==> config.mk <==
export PLATFORM = sky130hd
export DESIGN_NAME = ring_buffer_with_overwrite
export DESIGN_NICKNAME = d
export VERILOG_FILES = /design/src/hw/rtl/rbo_pkg.sv /design/src/hw/rtl/ring_buffer_with_overwrite.sv
export VERILOG_INCLUDE_DIRS = /design/src /design/src/hw/rtl
export SDC_FILE = /design/constraint.sdc
export NUM_CORES = 1
export LEC_CHECK = 0
export BUFFER_PORTS_ARGS = -buffer_cell sky130_fd_sc_hd__clkbuf_2
export CORE_MARGIN = 8
export CORE_UTILIZATION = 40
export DETAILED_ROUTE_END_ITERATION = 10
export PLACE_DENSITY_LB_ADDON = 0.1
export SYNTH_ARGS = -nofsm -noshare
export SYNTH_HDL_FRONTEND = slang
export SYNTH_SLANG_ARGS = --single-unit
==> constraint.sdc <==
create_clock -name clk -period 3.7 [get_ports clk]
set_input_delay 0 -clock clk [delete_from_list [all_inputs] [get_ports clk]]
set_output_delay 0 -clock clk [all_outputs]
set_load 0.02 [all_outputs]
==> src/hw/rtl/ring_buffer_with_overwrite_macros.svh <==
// Assertion macros for the ring buffer RTL.
// Both macros expect clk and rst_n in scope.
`ifndef RING_BUFFER_WITH_OVERWRITE_MACROS_SVH
`define RING_BUFFER_WITH_OVERWRITE_MACROS_SVH

`ifndef NO_ASSERTIONS
`define RBO_ASSERT(label, prop, msg) \
    label: assert property (@(posedge clk) disable iff (!rst_n) prop) else $error(msg);
`define RBO_NEVER(label, cond, msg) \
    label: assert property (@(posedge clk) disable iff (!rst_n) !(cond)) else $error(msg);
`else
`define RBO_ASSERT(label, prop, msg)
`define RBO_NEVER(label, cond, msg)
`endif

`endif

==> src/hw/rtl/rbo_pkg.sv <==
package rbo_pkg;

    localparam int DEPTH_DEF     = 16;
    localparam int WORD_BITS_DEF = 32;

    localparam int VAL_W   = 32;
    localparam int IDX_W   = 4;
    localparam int OP_W    = 2;
    localparam int CAP_W   = 5;
    localparam int S_DATA_W = 40;  // value + index, padded to bytes
    localparam int M_DATA_W = 40;  // read_value + 3 flags, padded to bytes

    localparam logic [CAP_W-1:0] CAP_RESET = 5'd16;

    typedef enum logic [OP_W-1:0] {
        OP_ADD   = 2'd0,
        OP_TAKE  = 2'd1,
        OP_PEEK  = 2'd2,
        OP_CLEAR = 2'd3
    } op_t;

    typedef enum logic {
        CFG_CAPACITY = 1'b0,
        CFG_NO_OVW   = 1'b1
    } cfg_idx_t;

    typedef enum logic [4:0] {
        ST_IDLE  = 5'b00001,
        ST_MOD   = 5'b00010,
        ST_READ  = 5'b00100,
        ST_SWEEP = 5'b01000,
        ST_DONE  = 5'b10000
    } state_t;

endpackage

==> src/hw/rtl/ring_buffer_with_overwrite.sv <==
// Channel   Dir  Fields (low bit up)                               Transfer
// s_*       in   tdata: value[31:0] index[35:32], tuser: op[1:0]   tvalid & tready
// m_*       out  tdata: read_value[31:0] ok[32] is_full[33]
//                      is_empty[34]                                tvalid & tready
// cfg_*     in   index 0 capacity, 1 no_overwrite                  cfg_we
//
// Add, peek and a take from a non-empty buffer each run MW = max(clog2(DEPTH), 4) + 1
// bit-serial modulo steps in the shared compare/subtract remainder unit; clear zeroes
// the first capacity words; refused items and capacity 0 go straight to the result.
// After reset the store is zeroed by a sweep of all DEPTH words; s_tready is low.
// A result waits in the output register; the next item finishes only when it drains.
`include "ring_buffer_with_overwrite_macros.svh"

module ring_buffer_with_overwrite #(
    parameter int DEPTH     = rbo_pkg::DEPTH_DEF,
    parameter int WORD_BITS = rbo_pkg::WORD_BITS_DEF
) (
    input  logic                         clk,
    input  logic                         rst_n,
    input  logic                         s_tvalid,
    output logic                         s_tready,
    input  logic [rbo_pkg::S_DATA_W-1:0] s_tdata,   // value[31:0], index[35:32]
    input  logic [rbo_pkg::OP_W-1:0]     s_tuser,   // op[1:0]
    output logic                         m_tvalid,
    input  logic                         m_tready,
    output logic [rbo_pkg::M_DATA_W-1:0] m_tdata,   // read_value, ok, is_full, is_empty
    input  logic                         cfg_we,
    input  logic                         cfg_index,
    input  logic [rbo_pkg::CAP_W-1:0]    cfg_data
);
    import rbo_pkg::*;

    localparam int PW = (DEPTH > 1) ? $clog2(DEPTH) : 1;
    localparam int MW = ((PW > IDX_W) ? PW : IDX_W) + 1;
    localparam int CW = $clog2(MW);

    logic [WORD_BITS-1:0] mem [DEPTH];

    state_t               state_reg, state_next;
    op_t                  op_reg, op_next;
    logic [CAP_W-1:0]     capacity_reg;
    logic                 no_ovw_reg;
    logic [CAP_W-1:0]     cap_reg, cap_next;
    logic [PW-1:0]        head_reg, head_next;
    logic [PW-1:0]        tail_reg, tail_next;
    logic                 full_reg, full_next;
    logic [MW-1:0]        num_reg, num_next;
    logic [CAP_W-1:0]     rem_reg, rem_next;
    logic [CW-1:0]        cnt_reg, cnt_next;
    logic [PW-1:0]        sweep_reg, sweep_next;
    logic [PW-1:0]        sweep_last_reg, sweep_last_next;
    logic                 boot_reg, boot_next;
    logic                 ok_reg, ok_next;
    logic [VAL_W-1:0]     rdv_reg, rdv_next;
    logic                 out_valid_reg, out_valid_next;
    logic [VAL_W-1:0]     out_val_reg, out_val_next;
    logic                 out_ok_reg, out_ok_next;
    logic                 out_full_reg, out_full_next;
    logic                 out_empty_reg, out_empty_next;
    logic [WORD_BITS-1:0] rd_data_reg;

    logic [CAP_W-1:0]     cap_eff;
    logic                 accept;
    op_t                  in_op;
    logic [VAL_W-1:0]     in_val;
    logic [IDX_W-1:0]     in_idx;
    logic [CAP_W:0]       rem_shift;
    logic [CAP_W:0]       rem_sub;
    logic [CAP_W-1:0]     rem_step;
    logic [PW-1:0]        mod_ptr;
    logic [63:0]          rd_wide;
    logic [PW-1:0]        rd_addr;
    logic                 wr_en;
    logic [PW-1:0]        wr_addr;
    logic [WORD_BITS-1:0] wr_data;

    assign cap_eff  = (32'(capacity_reg) > DEPTH) ? CAP_W'(DEPTH) : capacity_reg;
    assign s_tready = (state_reg == ST_IDLE);
    assign accept   = s_tvalid && s_tready;
    assign in_op    = op_t'(s_tuser);
    assign in_val   = s_tdata[VAL_W-1:0];
    assign in_idx   = s_tdata[VAL_W+IDX_W-1:VAL_W];

    // one restoring remainder step per cycle, numerator MSB first
    assign rem_shift = {rem_reg, num_reg[MW-1]};
    assign rem_sub   = rem_shift - {1'b0, cap_reg};
    assign rem_step  = (rem_shift >= {1'b0, cap_reg}) ? rem_sub[CAP_W-1:0]
                                                      : rem_shift[CAP_W-1:0];
    assign mod_ptr   = PW'(rem_step);
    assign rd_wide   = 64'(rd_data_reg);
    assign rd_addr   = (state_reg == ST_MOD) ? mod_ptr : head_reg;

    assign m_tvalid = out_valid_reg;
    assign m_tdata  = {{(M_DATA_W - VAL_W - 3){1'b0}},
                       out_empty_reg, out_full_reg, out_ok_reg, out_val_reg};

    always_comb
    begin
        state_next      = state_reg;
        op_next         = op_reg;
        cap_next        = cap_reg;
        head_next       = head_reg;
        tail_next       = tail_reg;
        full_next       = full_reg;
        num_next        = num_reg;
        rem_next        = rem_reg;
        cnt_next        = cnt_reg;
        sweep_next      = sweep_reg;
        sweep_last_next = sweep_last_reg;
        boot_next       = boot_reg;
        ok_next         = ok_reg;
        rdv_next        = rdv_reg;
        out_val_next    = out_val_reg;
        out_ok_next     = out_ok_reg;
        out_full_next   = out_full_reg;
        out_empty_next  = out_empty_reg;
        out_valid_next  = out_valid_reg && !m_tready;
        wr_en           = 1'b0;
        wr_addr         = tail_reg;
        wr_data         = '0;

        case (state_reg)
            ST_IDLE:
            begin
                if (accept)
                begin
                    op_next  = in_op;
                    cap_next = cap_eff;
                    ok_next  = 1'b0;
                    rdv_next = '0;
                    rem_next = '0;
                    cnt_next = CW'(MW - 1);
                    if (cap_eff == '0)
                    begin
                        state_next = ST_DONE;
                    end
                    else
                    begin
                        case (in_op)
                            OP_ADD:
                            begin
                                if (full_reg && no_ovw_reg)
                                begin
                                    state_next = ST_DONE;
                                end
                                else
                                begin
                                    wr_en      = 1'b1;
                                    wr_addr    = tail_reg;
                                    wr_data    = WORD_BITS'(in_val);
                                    num_next   = MW'(tail_reg) + MW'(1);
                                    ok_next    = 1'b1;
                                    state_next = ST_MOD;
                                end
                            end
                            OP_TAKE:
                            begin
                                state_next = ST_READ;
                            end
                            OP_PEEK:
                            begin
                                num_next   = MW'(head_reg) + MW'(in_idx);
                                ok_next    = 1'b1;
                                state_next = ST_MOD;
                            end
                            default:
                            begin
                                head_next       = '0;
                                tail_next       = '0;
                                full_next       = 1'b0;
                                sweep_next      = '0;
                                sweep_last_next = PW'(cap_eff - CAP_W'(1));
                                ok_next         = 1'b1;
                                state_next      = ST_SWEEP;
                            end
                        endcase
                    end
                end
            end
            ST_MOD:
            begin
                num_next = num_reg << 1;
                rem_next = rem_step;
                cnt_next = cnt_reg - CW'(1);
                if (cnt_reg == '0)
                begin
                    case (op_reg)
                        OP_ADD:
                        begin
                            // full implies head == tail, so both move together
                            tail_next = mod_ptr;
                            if (full_reg)
                                head_next = mod_ptr;
                            else if (mod_ptr == head_reg)
                                full_next = 1'b1;
                            state_next = ST_DONE;
                        end
                        OP_TAKE:
                        begin
                            head_next  = mod_ptr;
                            state_next = ST_DONE;
                        end
                        OP_PEEK:
                        begin
                            state_next = ST_READ;
                        end
                        default:
                        begin
                            state_next = ST_DONE;
                        end
                    endcase
                end
            end
            ST_READ:
            begin
                rdv_next = rd_wide[VAL_W-1:0];
                if (op_reg == OP_TAKE && (full_reg || head_reg != tail_reg))
                begin
                    wr_en      = 1'b1;
                    wr_addr    = head_reg;
                    wr_data    = '0;
                    ok_next    = 1'b1;
                    full_next  = 1'b0;
                    num_next   = MW'(head_reg) + MW'(1);
                    rem_next   = '0;
                    cnt_next   = CW'(MW - 1);
                    state_next = ST_MOD;
                end
                else
                begin
                    state_next = ST_DONE;
                end
            end
            ST_SWEEP:
            begin
                wr_en   = 1'b1;
                wr_addr = sweep_reg;
                wr_data = '0;
                if (sweep_reg == sweep_last_reg)
                begin
                    boot_next  = 1'b0;
                    state_next = boot_reg ? ST_IDLE : ST_DONE;
                end
                else
                begin
                    sweep_next = sweep_reg + PW'(1);
                end
            end
            ST_DONE:
            begin
                if (!out_valid_reg || m_tready)
                begin
                    out_valid_next = 1'b1;
                    out_val_next   = rdv_reg;
                    out_ok_next    = ok_reg;
                    out_full_next  = full_reg;
                    out_empty_next = !full_reg && (head_reg == tail_reg);
                    state_next     = ST_IDLE;
                end
            end
            default:
            begin
                state_next = ST_IDLE;
            end
        endcase
    end

    always_ff @(posedge clk or negedge rst_n)
    begin
        if (!rst_n)
        begin
            state_reg      <= ST_SWEEP;
            op_reg         <= OP_ADD;
            capacity_reg   <= CAP_RESET;
            no_ovw_reg     <= 1'b0;
            cap_reg        <= '0;
            head_reg       <= '0;
            tail_reg       <= '0;
            full_reg       <= 1'b0;
            cnt_reg        <= '0;
            sweep_reg      <= '0;
            sweep_last_reg <= PW'(DEPTH - 1);
            boot_reg       <= 1'b1;
            out_valid_reg  <= 1'b0;
        end
        else
        begin
            state_reg      <= state_next;
            op_reg         <= op_next;
            cap_reg        <= cap_next;
            head_reg       <= head_next;
            tail_reg       <= tail_next;
            full_reg       <= full_next;
            cnt_reg        <= cnt_next;
            sweep_reg      <= sweep_next;
            sweep_last_reg <= sweep_last_next;
            boot_reg       <= boot_next;
            out_valid_reg  <= out_valid_next;
            if (cfg_we)
            begin
                case (cfg_idx_t'(cfg_index))
                    CFG_CAPACITY: capacity_reg <= cfg_data;
                    CFG_NO_OVW:   no_ovw_reg   <= cfg_data[0];
                    default:      no_ovw_reg   <= no_ovw_reg;
                endcase
            end
        end
    end

    always_ff @(posedge clk)
    begin
        num_reg       <= num_next;
        rem_reg       <= rem_next;
        ok_reg        <= ok_next;
        rdv_reg       <= rdv_next;
        out_val_reg   <= out_val_next;
        out_ok_reg    <= out_ok_next;
        out_full_reg  <= out_full_next;
        out_empty_reg <= out_empty_next;
    end

    always_ff @(posedge clk)
    begin
        if (wr_en)
            mem[wr_addr] <= wr_data;
        rd_data_reg <= mem[rd_addr];
    end

    `RBO_ASSERT(a_full_ptrs, full_reg |-> (head_reg == tail_reg), "full with head != tail")
    `RBO_ASSERT(a_rem_bound, (state_reg == ST_MOD) |-> (rem_reg < cap_reg), "remainder >= capacity")
    `RBO_ASSERT(a_accept_busy, accept |=> (state_reg != ST_IDLE), "accepted item not started")
    `RBO_NEVER(a_done_no_write, (state_reg == ST_DONE) && wr_en, "store write while finishing")

endmodule
==> impl_metrics.tcl, run 1 <==
set metrics [dict create \
    cts_setup_buffers 0 \
    htree_levels 3 \
    hold_path.class "input port to flop" \
    gr-usage-all-layers_pct 17.03 \
    rr_startpoint "num_reg[4]" \
    worst_clock_skew_ns 0.01539 \
    drt.antenna.violating_nets 0 \
    crit_fanout 29 \
    cp-startpoint "num_reg[4]" \
    grt_pass1_vias 14704 \
    cts_sinks 662 \
    firstDrtPassIters 5 \
    path_clk_slew_ns 0.06 \
    cellPowerDensity_mw_per_mm2 743.9 \
    routed-wl-met3_um 2971 \
    cp.required_ns 4.23 \
    avgSynthCellArea_um2 15.48 \
    grt_max_degree 77 \
    antennaDiodeCount 0 \
    clkLatencyLatePin_ns 0.59 \
    ys_ff_latch 662 \
    max_freq_mhz 297.3 \
    antenna_found_initial 0 \
    clockBufferDepth 3 \
    synth_common_cells "edfxtp_1, nand2_1, mux2i_1" \
    ir_drop_mv 0.3800 \
    drt_iter0_markers 1169 \
    r2r_setup_slack_ns 0.34 \
    dieArea_mm2 0.07452 \
    worst_pin_slew_ns 1.059 \
    synth_edf_count 590 \
    dpl.hpwl_um 36510 \
    dr_wl_met2_um 31170 \
    syn_to_final_growth_pct 18.06 \
    numPortBuffers 85 \
    synth_cell_types 60 \
    vias 14799 \
    min_from "s_tdata[0]" \
    fin_crit_sh_pct 90.91 \
    stdcell_count 2807 \
    worstSetupPathType "flop to flop" \
    maxCapViolCount 0 \
    synthFlopType "edfxtp_1" \
    cts-root-buf "clkbuf_16" \
    synth_top_area_share_pct 67.07 \
    syn_area_mm2 0.02642 \
    dp_slack_ns 0.3638 \
    initial_core_util_pct 40.25 \
    drive_gt1_share_pct 19.71 \
    place_inst 2641 \
    die_y_um 273.0 \
    nFillCells 5718 \
    cts_buffers 72 \
    rsz0062_at_grt "false" \
    placed_cell_area_mm2 0.02861 \
    period_needed_ns 3.364 \
    synthTopCellsByArea "edfxtp_1, mux2i_1, mux2_2" \
    wl_per_cell_um 22.86 \
    core-area_mm2 0.06563 \
    status "finished, final reports clean" \
    top_layer "met4" \
    finalSetupTns_ns 0 \
    setup_viol 0 \
    ys_async_sr_fraction_pct 6.042 \
    ios 95 \
    grt_overflow_total 0 \
    hold_violations 0 \
    cts_tree "built" \
    nets 1956 \
    post_cts_resize_count 0 \
    die_w_um 273.0 \
    final_cell_area_mm2 0.03119 \
    yosysWarnings 0 \
    m1WireLength_um 28790 \
    largest_reg_flops 512 \
    yosysTopAreaCell "edfxtp_1" \
    largest_register "mem" \
    crit_path_start_kind "flop" \
    drc 0 \
    yosysMostFrequentCell "edfxtp_1" \
    drv_slew 0 \
    num_rows 94 \
    yosysSeqAreaShare_pct 73.32 \
    vias_per_cell 5.272 \
    wl_um 64180 \
    arrival_ns 3.89 \
    p_leak_nw 11.69 \
    place.gp.congestion 0.7913 \
    syn-instance-count 1707 \
    grt_pass1_wl_um 95280 \
    finalWorstSetupSlack_ns 0.3362 \
    endpoint_kind "flop" \
    relSlewSlack_pct 29.39 \
    finalPower_mw 23.20 \
]
[where the power goes]
group	total, mW	internal [mW]	switching, mW
registers	9.44	9.12	0.326
clock network	6.78	3.97	2.81
logic	6.98	2.92	4.06
[logic make-up after synthesis]
logic type | after synthesis | share of synthesized area, %
buffers and inverters | 121 | 2.539
adder cells (fa/ha/maj) | 17 | 0.8620
flip-flops | 662 | 73.32
other | 1 | 0.01420
AO/OA/AOI/OAI | 276 | 7.356
multiplexers | 208 | 8.251
XOR/XNOR | 23 | 0.7626
AND/OR/NAND/NOR | 399 | 6.901
[worst max-delay path, cell delays in order, from the launching register on]
cell and delay [ns]:
edfxtp_1 0.37, inv_1 0.07, ha_1 0.16, inv_1 0.06, fa_1 0.43, a21oi_1 0.13, nand4b_1 0.17, and2_2 0.21
mux2i_1 0.09, buf_4 0.17, a21oi_4 0.23, buf_12 0.23, buf_12 0.22, mux2_2 0.35, o22ai_1 0.22, a221o_1 0.16
[routing by layer]
metal / GRT usage [%] / vias up
met4: 4.823 / 0
met1: 23.12 / 7553
met5: 0 / -
met2: 28.13 / 323
li1: - / 6850
met3: 2.849 / 73
[cells in the final DEF, fill, tap and decap left out, types with 32 or more instances in the layout]
master,instances
edfxtp_1,590
nand2_1,219
mux2i_1,130
clkbuf_2,85
a21oi_1,81
mux2_2,78
clkbuf_16,75
and2_1,64
a32oi_1,64
buf_4,46
buf_12,37
nor2_1,36
o22ai_1,36
dlygate4sd3_1,35
a221o_1,33
dfrtp_1,33
dfxtp_1,32
[final timing paths]
check,end,cells after the start
min in group asynchronous,m_tvalid,2
hold reg to reg,out_val_reg[30],0
hold / removal,mem[9][0],2
setup / recovery,rd_data_reg[19],15
max in group asynchronous,state_reg[0],2
setup reg to reg,rd_data_reg[19],15
[repair_timing]
item,in CTS,in global routing
hold buffers,35,0
endpoints found under the setup margin,0,0
hold endpoints to repair,298,0
[area by class of cell]
type	instances	area [um2]	area share, %
Timing Repair Buffer	203	1862	5.969
Clock buffer	104	2036	6.527
Inverter	19	71.32	0.2287
Multi-Input combinational cell	928	6579	21.09
Tap cell	864	1081	3.466
Sequential cell	662	19370	62.10
Clock inverter	27	192.7	0.6178
[through the flow]
stage                     util [%]  hold slack [ns]
after global routing         47.52          0.04343
after global placement       43.59           0.2124
after floorplan                  -          -0.2956
after CTS                    47.52        0.0002109
after detailed placement     43.59           0.2166
final                        47.52          0.02803
Power figures use the tool's default switching activity.
==> inputs of run 2 (changes only) <==
==> constraint.sdc (replaced) <==
create_clock -name clk -period 3.7 [get_ports clk]
set_input_delay 0.74 -clock clk [delete_from_list [all_inputs] [get_ports clk]]
set_output_delay 0.74 -clock clk [all_outputs]
set_load 0.02 [all_outputs]
==> run 2 against run 1 <==
Compared with the run above:
- final cell count decreased by 1.5%
- non-clock buffer count is 38 lower
- fmax fell by 0.51%
- flip-flop and latch count stayed put
- critical path type unchanged
- largest cell class unchanged
- largest power group unchanged
- highest routed layer unchanged
==> impl_metrics.tcl, run 2 (synthesis results as in run 1) <==
set metrics [dict create \
    grt_pass1_wl_um 93760 \
    mostFrequentLayoutCells "edfxtp_1, nand2_1, mux2i_1" \
    vias_per_cell 5.295 \
    maxCapViolCount 0 \
    wl_um 63190 \
    cts_tree "built" \
    endpoint_kind "flop" \
    rsz0062_at_grt "false" \
    clockBufferDepth 3 \
    setup_viol 0 \
    worst_clock_skew_ns 0.03133 \
    relSlewSlack_pct 30.46 \
    vias 14646 \
    antennaDiodeCount 0 \
    numPortBuffers 85 \
    fin_crit_sh_pct 91.38 \
    die_w_um 273.0 \
    place.gp.congestion 0.7721 \
    nFillCells 5693 \
    cellPowerDensity_mw_per_mm2 761.5 \
    worst_pin_slew_ns 1.043 \
    layout_commonest_cell "edfxtp_1" \
    status "finished, final reports clean" \
    max_freq_mhz 295.8 \
    path_clk_slew_ns 0.06 \
    hold_violations 0 \
    whs_ns 0.3212 \
    drt_iter0_markers 973 \
    worstSetupPathType "flop to flop" \
    syn_to_final_growth_pct 17.27 \
    initial_core_util_pct 40.25 \
    finalPower_mw 23.59 \
    drt.antenna.violating_nets 0 \
    ir_drop_mv 0.3437 \
    path_cells "nor3_1 -> nand3b_1 -> inv_2 -> nand2_1 -> nor3_4 -> nand2b_1 -> o21ai_0 -> nor3b_1 -> buf_4 -> nor2b_4 -> buf_12" \
    firstDrtPassIters 5 \
    period_needed_ns 3.381 \
    largest_register "mem" \
    cts_sinks 662 \
    hold_path.class "input port to asynchronous set/reset pin" \
    drive_gt1_share_pct 20.56 \
    htree_levels 3 \
    cts_buffers 71 \
    core-area_mm2 0.06563 \
    hold_buffers 0 \
    nets 1917 \
    finalSetupTns_ns 0 \
    antenna_found_initial 1 \
    grt_max_degree 75 \
    crit_fanout 20 \
    die_y_um 273.0 \
    cp.required_ns 3.97 \
    critPathMaxStageDelay_ns 0.42 \
    wl_per_cell_um 22.85 \
    ios 95 \
    crit_path_start_kind "flop" \
    dpl.hpwl_um 35850 \
    dieArea_mm2 0.07452 \
    drv_slew 0 \
    dp_slack_ns 0.2209 \
    utilization_pct 47.21 \
    largest_reg_flops 512 \
    finalWorstSetupSlack_ns 0.3189 \
    cts-root-buf "clkbuf_16" \
    arrival_ns 3.65 \
    num_rows 94 \
    drc 0 \
    slowest_stage "dfrtp_1" \
    p_leak_nw 11.59 \
    grt_pass1_vias 14821 \
    clkLatencyLatePin_ns 0.60 \
    gr-usage-all-layers_pct 16.71 \
    grt_overflow_total 0 \
]
-- run 2: area by class of cell --
class	instances	area, um2	area share (%)
Tap cell	864	1081	3.490
Multi-Input combinational cell	928	6585	21.26
Clock buffer	104	2074	6.696
Timing Repair Buffer	165	1451	4.685
Inverter	19	71.32	0.2302
Sequential cell	662	19370	62.52
Clock inverter	24	349.1	1.127
-- run 2: final timing paths --
| kind | depth (start not counted) | to | start | slack (ns) |
|---|---|---|---|---|
| min in group clk | 2 | m_tvalid | m_tready | 0.36 |
| max | 11 | mem[0][13] | state_reg[1] | 0.32 |
| min reg2reg | 0 | out_val_reg[6] | rdv_reg[6] | 0.42 |
| max in group asynchronous | 1 | tail_reg[1] | rst_n | 2.72 |
| max reg2reg | 11 | mem[0][13] | state_reg[1] | 0.32 |
| min | 1 | state_reg[0] | rst_n | 0.32 |
-- run 2: repair_timing --
action | 4_1_cts | 5_1_grt
endpoints found under the setup margin | 0 | 20
resized for setup | 0 | 1
buffers inserted | 0 | 0
-- run 2: critical path: cells and delay by family (launching register included) --
family | cells | cell delay, ns
AO/OA/AOI/OAI | 1 | 0.15
buffers and inverters | 3 | 0.65
flip-flops | 1 | 0.42
AND/OR/NAND/NOR | 7 | 1.82
-- run 2: layer usage --
| layer | up-vias | share of wire, % | GRT usage [%] |
|---|---|---|---|
| met5 | - | 0 | 0 |
| met4 | 0 | 2.3 | 5.241 |
| met3 | 104 | 4.5 | 2.718 |
| met2 | 333 | 49 | 28.26 |
| met1 | 7434 | 44 | 21.97 |
| li1 | 6775 | - | - |
-- run 2: report_power, final --
part           switching [mW]  total (mW)  internal [mW]  leakage (nW)
logic                    4.01        6.86           2.85          4.30
registers               0.324        9.44           9.12          6.11
clock network            2.83        7.29           4.46          1.19
total                    7.17        23.6           16.4          11.6
-- run 2: metrics by stage --
stage | area (um2) | cells
after CTS | 30970 | 2766
after detailed placement | 28550 | 2638
after global placement | 28550 | 2638
after global routing | 30980 | 2766
final | 30980 | 2766
after floorplan | 26440 | 1711
==> inputs of run 3 (changes only) <==
==> constraint.sdc (replaced) <==
create_clock -name clk -period 3.5 [get_ports clk]
set_input_delay 0.7 -clock clk [delete_from_list [all_inputs] [get_ports clk]]
set_output_delay 0.7 -clock clk [all_outputs]
set_load 0.02 [all_outputs]
==> run 3 against run 2 <==
Compared with the run above:
- power up 4.7%
- sequential power grew 5.8%
- clock skew decreased by 0.012 ns
- critical endpoint is now mem[13][27]
- flip-flop and latch count is the same
- count of clock-buffer cells in the layout shrank 5
- combinational power up 8.9%
==> impl_metrics.tcl, run 3 (synthesis results as in run 1) <==
set metrics [dict create \
    path_cells "nor2_1 -> nand3_1 -> nor4b_2 -> nor2_1 -> a21o_1 -> nand2b_1 -> nor2_4 -> buf_4" \
    wl_per_cell_um 23.21 \
    dp_slack_ns 0.1499 \
    finalPower_mw 24.70 \
    worstSetupPathType "flop to flop" \
    reg2regPathDepth 8 \
    cts-root-buf "clkbuf_16" \
    grt_pass1_wl_um 94940 \
    arrival_ns 3.55 \
    rr_startpoint "state_reg[4]" \
    setup_viol 0 \
    grt_use_met3_pct 2.701 \
    max_freq_mhz 304.9 \
    largest_reg_flops 512 \
    crit_path_start_kind "flop" \
    cts_buffers 72 \
    ir_drop_mv 0.4106 \
    numPortBuffers 85 \
    cp.required_ns 3.77 \
    worst_clock_skew_ns 0.01970 \
    cts_tree "built" \
    grt_pass1_vias 14649 \
    status "finished, final reports clean" \
    dieArea_mm2 0.07452 \
    place.gp.congestion 0.7678 \
    cellPowerDensity_mw_per_mm2 796.5 \
    cp-startpoint "state_reg[4]" \
    largest_register "mem" \
    r2r-end "mem[13][27]" \
    hold_violations 0 \
    grt_overflow_total 0 \
    wl_um 64490 \
    vias_per_cell 5.331 \
    mostFrequentLayoutCells "edfxtp_1, nand2_1, mux2i_1" \
    layout_commonest_cell "edfxtp_1" \
    endpoint_kind "flop" \
    critPathTopFamily "simple AND/OR/NAND/NOR gates" \
    nets 1928 \
    stdcell_count 2779 \
    path_clk_slew_ns 0.06 \
    cpMostUsedCell "nor2_1" \
    nFillCells 5730 \
    vias 14814 \
    htree_levels 3 \
    dpl.hpwl_um 36780 \
    cp_num_buf_inv 1 \
    p_leak_nw 11.60 \
    use_met2_pct 26.77 \
    clkLatencyLatePin_ns 0.60 \
    die_y_um 273.0 \
    syn_to_final_growth_pct 17.40 \
    gr-usage-all-layers_pct 16.98 \
    drc 0 \
    firstDrtPassIters 5 \
    die_w_um 273.0 \
    initial_core_util_pct 40.25 \
    drive_gt1_share_pct 20.42 \
    use_met1_pct 24.11 \
    drt.antenna.violating_nets 0 \
    crit_fanout 11 \
    worst_pin_slew_ns 1.049 \
    r2r_setup_slack_ns 0.22 \
    cts_sinks 662 \
    antennaDiodeCount 0 \
    slowest_stage "nor4b_2" \
    critPathMaxStageDelay_ns 0.66 \
    drt_iter0_markers 1056 \
    ios 95 \
    fin_crit_sh_pct 93.71 \
    num_rows 94 \
    clockBufferDepth 3 \
    grt_busiest_layer "met2" \
    relSlewSlack_pct 30.05 \
    maxCapViolCount 0 \
    antenna_found_initial 2 \
    period_needed_ns 3.280 \
    endpoint "mem[13][27]" \
    drv_slew 0 \
    grt_max_degree 49 \
    core-area_mm2 0.06563 \
    rsz0062_at_grt "false" \
    place_inst 2646 \
    finalWorstSetupSlack_ns 0.2203 \
    crit_cells 8 \
    hold_path.class "input port to asynchronous set/reset pin" \
]
run 3: cell types whose count changed in the layout (fill, tap and decap cells not counted), moves of 2 or more:
cell / delta
buf_12: +10
buf_4: -2
bufinv_16: -3
clkbuf_1: +4
clkbuf_8: -7
clkinv_1: +9
clkinv_2: +2
inv_6: +3
run 3: layout make-up:
cell class / count / area [um2] / area share, %
Clock inverter: 32 / 292.8 / 0.9440
Multi-Input combinational cell: 928 / 6585 / 21.23
Tap cell: 864 / 1081 / 3.486
Inverter: 19 / 71.32 / 0.2300
Timing Repair Buffer: 175 / 1673 / 5.394
Clock buffer: 99 / 1943 / 6.265
Sequential cell: 662 / 19370 / 62.45
run 3: worst min path at each step:
stage                start               to  slack (ns)  depth (start not counted)
2_1_floorplan        rst_n       cap_reg[0]        0.40                          0
5_1_grt        cfg_data[2]  capacity_reg[2]        0.32                          2
3_5_place_dp   rdv_reg[10]  out_val_reg[10]        0.40                          0
4_1_cts              rst_n        op_reg[1]        0.29                          1
3_3_place_gp    rdv_reg[8]   out_val_reg[8]        0.40                          0
6_report             rst_n        op_reg[1]        0.28                          1
run 3: metrics by stage:
| step | area (um2) | hold slack [ns] | util, % | TNS [ns] |
|---|---|---|---|---|
| global route | 31010 | 0.3192 | 47.26 | 0 |
| CTS | 30970 | 0.2867 | 47.19 | 0 |
| global placement | 28740 | 0.4015 | 43.78 | 0 |
| floorplan | 26450 | 0.4003 | - | -66.78 |
| detailed placement | 28740 | 0.4045 | 43.78 | 0 |
| finish | 31010 | 0.2812 | 47.26 | 0 |
run 3: per-layer routing:
layer,vias to the layer above,routed length (um)
li1,6801,-
met1,7537,30000
met2,381,30010
met3,95,3094
met4,0,1394
met5,-,0
run 3: worst reg2reg max path, delay by kind of cell, from the launching register on:
kind / cells / cell delay [ns]
buffers and inverters: 1 / 0.29
AOI/OAI and AO/OA: 1 / 0.28
DFF: 1 / 0.39
and+or+nand+nor: 6 / 1.99
run 3: what timing repair did:
action | CTS | global route
endpoints found under the setup margin | 0 | 144
hold buffers | 0 | 0
buffers inserted | 0 | 1
gates resized for setup | 0 | 2
run 3: report_power, final:
part,switching [mW],internal (mW)
Combinational,4.34,3.13
Sequential,0.348,9.64
Clock,2.99,4.26
Total,7.68,17.0
